`config.mk`:
```
export PLATFORM = sky130hd
export DESIGN_NAME = pip_queue
export DESIGN_NICKNAME = d
export VERILOG_FILES = /design/src/sv/pip_pkg.sv /design/src/sv/pip_queue.sv
export SDC_FILE = /design/constraint.sdc
export NUM_CORES = 1
export LEC_CHECK = 0
export BUFFER_PORTS_ARGS = -buffer_cell sky130_fd_sc_hd__buf_2
export CAP_MARGIN = 20
export CORE_UTILIZATION = 40
export CTS_CLUSTER_SIZE = 40
export DETAILED_ROUTE_END_ITERATION = 12
export SLEW_MARGIN = 20
export SYNTH_ARGS = -nofsm -noshare
export SYNTH_HDL_FRONTEND = slang
export SYNTH_SLANG_ARGS = --single-unit
```
`constraint.sdc`:
```
create_clock -name clk -period 1.7 [get_ports clk]
set_input_delay 0 -clock clk [delete_from_list [all_inputs] [get_ports clk]]
set_output_delay 0 -clock clk [all_outputs]
set_load 0.005 [all_outputs]
```
`src/sv/pip_pkg.sv`:
```
// Shared types and constants of the point-in-polygon parity unit.
`timescale 1ns / 1ps

package pip_pkg;

	// Default coordinate width and depth of the queue between front and back.
	localparam int PIP_COORD_BITS = 24;
	localparam int PIP_QUEUE_DEPTH = 4;

	typedef enum logic {
		OP_START  = 1'b0,
		OP_VERTEX = 1'b1
	} pip_op_t;

	typedef enum logic [1:0] {
		LOC_INSIDE   = 2'd0,
		LOC_OUTSIDE  = 2'd1,
		LOC_BOUNDARY = 2'd2
	} pip_loc_t;

	// Classification of one accepted item, computed by the front part.
	typedef struct packed {
		logic is_start;  // start of a query: clears parity and boundary
		logic has_edge;  // vertex that closes an edge with the previous one
		logic last;      // closing vertex: a result is due
		logic behind;    // point lies before the edge origin along x or y
		logic cross_up;  // y1 < py <= y2
		logic cross_dn;  // y2 < py <= y1
	} pip_flags_t;

endpackage

```
`src/sv/pip_queue.sv`:
```
// Short first-in first-out queue between the front and back parts.
`timescale 1ns / 1ps

module pip_queue
	import pip_pkg::*;
#(
	parameter int WIDTH = 8,
	parameter int DEPTH = PIP_QUEUE_DEPTH
) (
	input  logic             clk,
	input  logic             arst_n,
	input  logic             push,
	input  logic [WIDTH-1:0] push_data,
	output logic             full,
	input  logic             pop,
	output logic [WIDTH-1:0] pop_data,
	output logic             empty
);

	localparam int PTR_W = (DEPTH > 1) ? $clog2(DEPTH) : 1;
	localparam int CNT_W = $clog2(DEPTH + 1);

	logic [WIDTH-1:0] mem_q [DEPTH];
	logic [PTR_W-1:0] wr_ptr_q;
	logic [PTR_W-1:0] rd_ptr_q;
	logic [CNT_W-1:0] count_q;
	logic             do_push;
	logic             do_pop;

	assign full     = (count_q == CNT_W'(DEPTH));
	assign empty    = (count_q == '0);
	assign pop_data = mem_q[rd_ptr_q];
	assign do_push  = push && !full;
	assign do_pop   = pop && !empty;

	always_ff @(posedge clk) begin
		if (do_push) begin
			mem_q[wr_ptr_q] <= push_data;
		end
	end

	always_ff @(posedge clk or negedge arst_n) begin
		if (!arst_n) begin
			wr_ptr_q <= '0;
			rd_ptr_q <= '0;
			count_q  <= '0;
		end else begin
			if (do_push) begin
				wr_ptr_q <= (wr_ptr_q == PTR_W'(DEPTH - 1)) ? '0 : wr_ptr_q + 1'b1;
			end
			if (do_pop) begin
				rd_ptr_q <= (rd_ptr_q == PTR_W'(DEPTH - 1)) ? '0 : rd_ptr_q + 1'b1;
			end
			if (do_push && !do_pop) begin
				count_q <= count_q + 1'b1;
			end else if (do_pop && !do_push) begin
				count_q <= count_q - 1'b1;
			end
		end
	end

endmodule

```
==> flow_metrics.env <==
export IMPL_outcome="finished, violations left"
export IMPL_violations="setup timing"
export IMPL_yosysWarnings=0
export IMPL_postRouteAntennaNets=0
export IMPL_antenna_found_initial=0
export IMPL_drive_above_1_share=0.540
export IMPL_peakVddDrop_mv=0.853
export IMPL_vias=830
export IMPL_clk_pin_slew_ns=0.07
export IMPL_p_per_area_nw_per_um2=1660
export IMPL_pwr_share_comb=0.344
export IMPL_reg2reg_depth=8
export IMPL_setup_violations=2
export IMPL_fin_util=0.556
export IMPL_final_cell_mix="edfxtp_1, buf_2, buf_4"
export IMPL_route_detailed_drc=0
export IMPL_fmax_mhz=554
export IMPL_final_common_cell="edfxtp_1"
export IMPL_fin_skew_ns=0.00453
export IMPL_worstPathMaxFanout=3
export IMPL_p_total_mw=3.48
export IMPL_die_h_um=65.6
export IMPL_cts_max_path_buffers=2
export IMPL_seqPwrFrac=0.431
export IMPL_p_switching_uw=995
export IMPL_max_cap_viol_count=0
export IMPL_drv_slew=0
export IMPL_hp_class="input pin to async pin"
export IMPL_p_int_mw=2.49
export IMPL_netlist_instances=79
export IMPL_antenna_cells=0
export IMPL_p_leak_nw=0.814
export IMPL_rsz0062_at_grt="yes"
export IMPL_fin_crit_ns=1.81
export IMPL_fill_cells=321
export IMPL_r2r_start="count_q[1]$_DFFE_PN0P_"
export IMPL_pin_count=22
export IMPL_grt_pass1_wl_um=4280
export IMPL_r2r_slack_ns=-0.11
export IMPL_tightest_slew_ns=0.322
export IMPL_cp_arrival_ns=2.02
export IMPL_ys_seq_area_frac=0.701
export IMPL_grt_max_degree=15
export IMPL_clkPwrFrac=0.225
export IMPL_cts_buffers=5
export IMPL_worstSetupEndpointType="flop"
export IMPL_start_util=0.430
export IMPL_synth_avg_cell_area_um2=20.5
export IMPL_syn_num_nets=98
export IMPL_clk_latency_ns=0.29
export IMPL_synthToLayoutAreaGrowth_pct=29.5
export IMPL_clock_sinks=39
export IMPL_die_w_um=65.6
export IMPL_grt_pass1_vias=901
export IMPL_fp_coreArea_um2=3770
export IMPL_die_area_um2=4310
export IMPL_worst_r2r_endpoint="count_q[2]$_DFFE_PN0P_"
export IMPL_place_gp_congestion=0.659
export IMPL_track_usage=0.144
export IMPL_worstPathRequired_ns=1.92
export IMPL_ys_types=19
export IMPL_dp_hpwl_um=1750
export IMPL_cts_root_buf="clkbuf_8"
export IMPL_period_share=1.06
export IMPL_cts_max_level=2
export IMPL_drt_wl_total_um=2620
export IMPL_switching_share=0.286
export IMPL_first_iter_violations=35
export IMPL_port_buffers=21
export IMPL_grt_ovfl_total=0
export IMPL_nets=144
export IMPL_drtPass1Iterations=3
export IMPL_num_rows=22
export IMPL_avgRoutedWirePerCell_um=15.0
export IMPL_viasPerCell=4.77
export IMPL_cts_tree="done"
export IMPL_critical_path_class="flop to flop"
export IMPL_finalHoldViolCount=0
export IMPL_cp_start_kind="flop"
export IMPL_syn_area_um2=1620
export IMPL_synth_ff_latch_count=39
export IMPL_slew_headroom=0.785
export IMPL_fin_ws_ns=-0.105
==> metal layers <==
| metal | vias up | part of all wire | global-route usage |
|---|---|---|---|
| li1 | 391 | - | - |
| met1 | 420 | 0.42 | 0.166 |
| met2 | 14 | 0.53 | 0.242 |
| met3 | 5 | 0.032 | 0.0417 |
| met4 | 0 | 0.019 | 0.0734 |
| met5 | - | 0 | 0 |
==> sequential cells by signal, indices dropped and copies added (netlist names) <==
name / flops
mem_q: 32
count_q: 3
rd_ptr_q: 2
wr_ptr_q: 2
==> worst max-delay path, stage by stage (launching register included) <==
cell and delay (ns):
dfrtp_2 0.45, nor3_4 0.20, nand2b_4 0.17, ha_4 0.14
inv_2 0.03, fa_2 0.32, xor2_1 0.14, nor2_1 0.12
xor2_1 0.16
==> layout make-up <==
cell class | count | area [um2] | share of cell area
timing repair buffer | 42 | 285 | 0.136
multi-input combinational | 34 | 485 | 0.231
inverter | 3 | 11.3 | 0.00537
clock inverter | 3 | 47.5 | 0.0227
tap | 48 | 60.1 | 0.0286
clock buffer | 5 | 68.8 | 0.0328
sequential | 39 | 1140 | 0.543
==> cell families (layout without fill, tap and decap cells) <==
logic type	Yosys count	count (layout)	share of synthesized area
and+or+nand+nor	11	11	0.0541
xor gates and xnor gates	3	3	0.0162
DFF	39	39	0.701
muxes	13	13	0.151
adders and majority gates	7	7	0.0587
buffers and inverters	6	53	0.0193
==> synthesized netlist by cell type <==
master | count | share of area
edfxtp_1 | 32 | 0.59
mux4_2 | 8 | 0.11
dfrtp_1 | 7 | 0.11
ha_1 | 6 | 0.046
and2_2 | 4 | 0.019
inv_1 | 3 | 0.0069
mux2_2 | 3 | 0.021
nor2_1 | 3 | 0.0069
mux2_4 | 2 | 0.019
xor2_1 | 2 | 0.011
buf_1 | 1 | 0.0023
buf_2 | 1 | 0.0031
buf_6 | 1 | 0.0069
fa_1 | 1 | 0.012
nand2b_4 | 1 | 0.0085
nor2b_2 | 1 | 0.0054
nor3_1 | 1 | 0.0031
nor3b_4 | 1 | 0.012
xnor2_1 | 1 | 0.0054
==> through the flow <==
step | setup slack (ns) | instances | TNS, ns | hold slack, ns | cell area (um2)
floorplan | -0.115 | 79 | -0.214 | -0.296 | 1640
global placement | -0.0507 | 153 | -0.0765 | -0.158 | 1840
detailed placement | -0.125 | 153 | -0.198 | -0.155 | 1840
CTS | -0.112 | 173 | -0.181 | 0.0574 | 2090
global route | -0.190 | 174 | -0.303 | 0.0800 | 2100
finish | -0.105 | 174 | -0.183 | 0.0621 | 2100
==> power by group through the flow <==
stage	Combinational [mW]	Clock (mW)	Sequential [mW]
floorplan	0.787	0	1.42
global placement	1.09	0	1.50
detailed placement	1.12	0	1.51
CTS	1.21	0.801	1.51
global route	1.32	0.843	1.55
finish	1.20	0.783	1.50
==> worst max-delay path by stage <==
stage                                       from                endpoint  slack, ns  cells after the start
after floorplan           count_q[0]$_DFFE_PN0P_  count_q[1]$_DFFE_PN0P_      -0.12                      7
after global placement    count_q[0]$_DFFE_PN0P_  count_q[2]$_DFFE_PN0P_      -0.05                      8
after detailed placement  count_q[0]$_DFFE_PN0P_  count_q[2]$_DFFE_PN0P_      -0.13                      8
after CTS                 count_q[0]$_DFFE_PN0P_  count_q[2]$_DFFE_PN0P_      -0.11                      8
after global routing      count_q[1]$_DFFE_PN0P_  count_q[2]$_DFFE_PN0P_      -0.19                      8
final                     count_q[1]$_DFFE_PN0P_  count_q[2]$_DFFE_PN0P_      -0.11                      8
==> what timing repair did <==
item	CTS	global route
endpoints found under the hold margin	39	0
endpoints found under the setup margin	10	25
hold buffers	9	0
resized for setup	4	3
pin swaps	3	4
buffers inserted	3	1
(Power assumes the default switching activity.)
