<file path="config.mk">
export PLATFORM = sky130hd
export DESIGN_NAME = pip_front
export DESIGN_NICKNAME = d
export VERILOG_FILES = /design/src/sv/pip_pkg.sv /design/src/sv/pip_front.sv
export SDC_FILE = /design/constraint.sdc
export NUM_CORES = 1
export LEC_CHECK = 0
export BUFFER_PORTS_ARGS = -buffer_cell sky130_fd_sc_hd__clkbuf_2
export CORE_UTILIZATION = 55
export CTS_BUF_LIST = sky130_fd_sc_hd__clkbuf_8
export CTS_CLUSTER_DIAMETER = 50
export CTS_CLUSTER_SIZE = 40
export DETAILED_ROUTE_END_ITERATION = 12
export PLACE_DENSITY = 0.9
export SYNTH_ARGS = -nofsm -noshare
export SYNTH_HDL_FRONTEND = slang
export SYNTH_SLANG_ARGS = --single-unit
</file>
<file path="constraint.sdc">
create_clock -name clk -period 5.4 [get_ports clk]
set_input_delay 1.08 -clock clk [delete_from_list [all_inputs] [get_ports clk]]
set_output_delay 1.08 -clock clk [all_outputs]
set_load 0.03 [all_outputs]
</file>
<file path="src/sv/pip_pkg.sv">
// Shared types and constants of the point-in-polygon parity unit.
`timescale 1ns / 1ps

package pip_pkg;

	// Default coordinate width and depth of the queue between front and back.
	localparam int PIP_COORD_BITS = 24;
	localparam int PIP_QUEUE_DEPTH = 4;

	typedef enum logic {
		OP_START  = 1'b0,
		OP_VERTEX = 1'b1
	} pip_op_t;

	typedef enum logic [1:0] {
		LOC_INSIDE   = 2'd0,
		LOC_OUTSIDE  = 2'd1,
		LOC_BOUNDARY = 2'd2
	} pip_loc_t;

	// Classification of one accepted item, computed by the front part.
	typedef struct packed {
		logic is_start;  // start of a query: clears parity and boundary
		logic has_edge;  // vertex that closes an edge with the previous one
		logic last;      // closing vertex: a result is due
		logic behind;    // point lies before the edge origin along x or y
		logic cross_up;  // y1 < py <= y2
		logic cross_dn;  // y2 < py <= y1
	} pip_flags_t;

endpackage

</file>
<file path="src/sv/pip_front.sv">
// Front part: accepts items, keeps query point and previous vertex, classifies edges.
`timescale 1ns / 1ps

module pip_front
	import pip_pkg::*;
#(
	parameter int COORD_BITS = PIP_COORD_BITS
) (
	input  logic                         clk,
	input  logic                         arst_n,
	input  logic                         accept,
	input  logic                         op,
	input  logic signed [COORD_BITS-1:0] coord_x,
	input  logic signed [COORD_BITS-1:0] coord_y,
	input  logic                         last,
	output pip_flags_t                   flags,
	output logic signed [COORD_BITS:0]   ax,
	output logic signed [COORD_BITS:0]   ay,
	output logic signed [COORD_BITS:0]   bx,
	output logic signed [COORD_BITS:0]   by
);

	localparam int DW = COORD_BITS + 1;

	logic signed [COORD_BITS-1:0] query_px_q;
	logic signed [COORD_BITS-1:0] query_py_q;
	logic signed [COORD_BITS-1:0] prev_vx_q;
	logic signed [COORD_BITS-1:0] prev_vy_q;
	logic                         have_prev_q;
	logic                         is_vertex;

	assign is_vertex = (pip_op_t'(op) == OP_VERTEX);

	// Edge vector from the previous vertex and vector to the query point.
	assign ax = DW'(coord_x) - DW'(prev_vx_q);
	assign ay = DW'(coord_y) - DW'(prev_vy_q);
	assign bx = DW'(query_px_q) - DW'(prev_vx_q);
	assign by = DW'(query_py_q) - DW'(prev_vy_q);

	always_comb begin
		flags.is_start = !is_vertex;
		flags.has_edge = is_vertex && have_prev_q;
		flags.last     = is_vertex && last;
		flags.behind   = ((ax < 0) && (bx > 0)) || ((ax > 0) && (bx < 0)) ||
		                 ((ay < 0) && (by > 0)) || ((ay > 0) && (by < 0));
		flags.cross_up = (prev_vy_q < query_py_q) && (query_py_q <= coord_y);
		flags.cross_dn = (coord_y < query_py_q) && (query_py_q <= prev_vy_q);
	end

	always_ff @(posedge clk or negedge arst_n) begin
		if (!arst_n) begin
			query_px_q  <= '0;
			query_py_q  <= '0;
			prev_vx_q   <= '0;
			prev_vy_q   <= '0;
			have_prev_q <= 1'b0;
		end else if (accept) begin
			if (is_vertex) begin
				prev_vx_q   <= coord_x;
				prev_vy_q   <= coord_y;
				have_prev_q <= !last;
			end else begin
				query_px_q  <= coord_x;
				query_py_q  <= coord_y;
				have_prev_q <= 1'b0;
			end
		end
	end

endmodule

</file>
==> flow_summary.ini <==
[outcome]
status = complete, but fails checks
violations = setup timing

[synth]
synth_top_area_share_pct = 25.15
synth_edf_count = 0
synthesis.nets = 1323
synth_most_common_cell = ha_1
avgSynthCellArea_um2 = 8.428
yosysWarnings = 0
yosysUniqueCellTypes = 67
ys_seq_elements = 97
synth_common_cells = 121 x ha_1, 116 x inv_1, 97 x dfrtp_1
synth_area_um2 = 9651
synthFlopType = dfrtp_1
async_flop_share_pct = 100.0
syn_inst = 1145
synthTopCellsByArea = dfrtp_1 25%, ha_1 16%, mux2_2 7.9%, inv_1 4.5%, xnor2_1 4.4%
synth-seq-area-share_pct = 25.15
synth_top_area_cell = dfrtp_1

[critical_path]
worstPathRequired_ns = 4.32
crit_arrival_ns = 4.41
worst-setup-path-type = primary input to output pin
crit_slowest_cell = or4_1
crit_family = simple AND/OR/NAND/NOR gates
critPathCaptureType = output pin
cpPeakStageDelay_ns = 0.54
cpMostUsedCell = buf_4
cp.buffers_inverters = 4
path_max_fanout = 4
crit_chain = clkbuf_2 -> inv_1 -> ha_2 -> fa_2 -> nor2b_2 -> o31a_1 -> or2_4 -> a31oi_4 -> xnor2_1 -> or4_1 -> nor4_2 -> nor4b_2 -> buf_4 -> nand4b_1 -> a21oi_2 -> o211ai_1 -> buf_4
start_kind = primary input

[placed_design]
dp_hpwl_um = 22260
io_buffers = 158
gp_congestion = 0.9626

[sta]
finalMaxSlewViolations = 0
fin_skew_ns = 0
rsz0062_at_grt = true
slew_headroom_pct = 21.02
period_share_pct = 101.7
hold_viol_final = 0
fin_crit_ns = 5.491
fmax_ghz = 0.1821
finalSetupTns_ns = -0.09055
tightest_slew_ns = 1.182
setup_viol_count_final = 1
worst_slack_ns = -0.09055

[floorplanning]
coreArea_um2 = 17240
die_w_um = 134.5
start_util_pct = 55.99
ioPinCount = 159
die_y_um = 134.5
die-area_um2 = 18080
row_count = 48

[cts]
cts_buffer_depth = 2
insertion_delay_ns = 0.39
numCtsBuffers = 9
clk_pin_slew_ns = 0.09
clock-sinks = 97
cts_root_buffer = clkbuf_8
htreeDepth = 3
cts_tree = built
cts_hold_buffers = 0

[routing]
first_pass_iters = 5
postRouteAntennaNets = 0
vias_per_cell = 6.165
vias = 9667
drc = 0
drt_iter0_drc = 760
routed_wl_um = 28410
wl_per_cell_um = 18.12

[layout]
final_util_pct = 66.02
seq_area_um2 = 2429
area_growth_pct = 17.92
drive_above_1_share_pct = 24.80
nFillCells = 1413
antenna_cells = 0
final_net_count = 1516
multi_input_area_um2 = 6820

[global_routing]
first_global_vias = 9392
grt_max_degree = 57
antenna_found_initial = 0
grtUsageTotal_pct = 31.68
global_route.overflow_total = 0
grt_pass1_wl_um = 45340

[pwr]
pwr-share-seq_pct = 18.6
p_per_area_nw_per_um2 = 420.8
power_frac_comb_pct = 71.1
p_switching_mw = 2.559
clockPowerShare_pct = 10.3
p_leak_nw = 5.573
p_sw_share_pct = 53.44
ir_drop_v = 0.0004519
power.internal_mw = 2.229

[worst_hold_path]
hold_class = flip-flop to flip-flop

[run]
drv_cap = 0
==> area by class of cell <==
| class | instances | share of cell area [%] |
|---|---|---|
| clock buffers | 10 | 1.209 |
| clock inverters | 6 | 0.4618 |
| inverters | 116 | 3.826 |
| multi-input cells | 900 | 59.93 |
| flip-flops and latches | 97 | 21.34 |
| well taps | 225 | 2.474 |
| repair buffers | 214 | 10.75 |
==> worst paths after layout <==
| kind | from | to | slack, ns | cells after the start |
|---|---|---|---|---|
| min in group asynchronous | arst_n | query_px_q[19] | 0.65 | 1 |
| worst min register to register | prev_vx_q[7] | prev_vx_q[7] | 0.51 | 1 |
| worst min-delay path | prev_vx_q[7] | prev_vx_q[7] | 0.51 | 1 |
| worst max-delay path | coord_y[0] | flags[2] | -0.09 | 17 |
| worst max register to register | prev_vy_q[1] | prev_vy_q[1] | 4.50 | 3 |
| max in group asynchronous | arst_n | prev_vy_q[1] | 3.56 | 2 |
==> cell families (layout without fill, tap and decap cells) <==
family	after synthesis	in the layout	share of synthesized area, %
AOI/OAI and AO/OA	334	334	22.22
xor gates and xnor gates	72	72	6.534
adders and majority gates	125	125	16.52
buffers and inverters	148	346	5.847
DFF	97	97	25.15
muxes	70	70	8.142
and+or+nand+nor	299	299	15.58
==> through the flow <==
stage	power [mW]	hold slack (ns)	instance area [um2]	setup WS (ns)	cells
finish	4.789	0.5143	11380	-0.09055	1568
global route	5.069	0.5246	11380	-0.2348	1568
CTS	4.711	0.5151	11300	-0.1279	1566
detailed placement	4.162	0.4936	10970	-0.2362	1545
global placement	4.104	0.4859	10970	-0.1085	1545
floorplan	3.200	0.4793	9651	0.01484	1145
==> power groups by stage <==
stage	combinational [mW]	sequential (mW)	clock, mW
5_1_grt	3.65	0.899	0.520
2_1_floorplan	2.32	0.883	0
3_5_place_dp	3.26	0.900	0
6_report	3.41	0.889	0.493
3_3_place_gp	3.21	0.892	0
4_1_cts	3.33	0.886	0.498
==> timing repair <==
| action | 4_1_cts | 5_1_grt |
|---|---|---|
| pin swaps | 9 | 7 |
| setup buffers | 5 | 2 |
| setup endpoints to repair | 1 | 3 |
| gates resized for setup | 21 | 16 |
==> registers in the layout, indices dropped and copies added, names as in the netlist <==
signal       count
have_prev_q      1
prev_vx_q       24
prev_vy_q       24
query_px_q      24
query_py_q      24
==> layer usage <==
metal / GRT usage [%] / wire, um / vias up
li1: - / - / 4524
met1: 38.46 / 11620 / 4600
met2: 55.73 / 13620 / 452
met3: 4.429 / 2066 / 91
met4: 14.23 / 1100 / 0
met5: 0 / 0 / -
==> cells in the final DEF (no fill, tap or decap), types with 4 or more instances in the layout <==
| master | Yosys | layout |
|---|---|---|
| a21o_1 | 40 | 40 |
| clkbuf_8 | 0 | 10 |
| nor2b_1 | 14 | 12 |
| xnor2_1 | 49 | 48 |
| and2_1 | 8 | 8 |
| dfrtp_1 | 97 | 96 |
| and3_1 | 5 | 5 |
| nand2b_1 | 13 | 13 |
| o21a_1 | 21 | 20 |
| a21boi_0 | 6 | 4 |
| nand3b_1 | 5 | 5 |
| nor3_1 | 21 | 21 |
| a211oi_1 | 14 | 13 |
| xor2_1 | 23 | 22 |
| or4_1 | 8 | 6 |
| o211ai_1 | 12 | 12 |
| a21oi_1 | 83 | 81 |
| nor4_1 | 10 | 7 |
| ha_1 | 121 | 118 |
| o311ai_0 | 5 | 4 |
| a31oi_1 | 13 | 12 |
| nand4_1 | 18 | 18 |
| o2111ai_1 | 7 | 7 |
| o21ai_0 | 84 | 83 |
| and4_1 | 5 | 5 |
| nand3_1 | 12 | 12 |
| a2111oi_0 | 6 | 6 |
| or2_2 | 6 | 5 |
| inv_1 | 116 | 119 |
| nand2_1 | 88 | 87 |
| clkbuf_2 | 1 | 156 |
| o21bai_1 | 11 | 11 |
| o31a_1 | 4 | 4 |
| nor2_1 | 68 | 68 |
| buf_4 | 0 | 56 |
| mux2_2 | 68 | 68 |
| or3_1 | 6 | 6 |
Note: power is estimated with default switching activity, not from simulation.
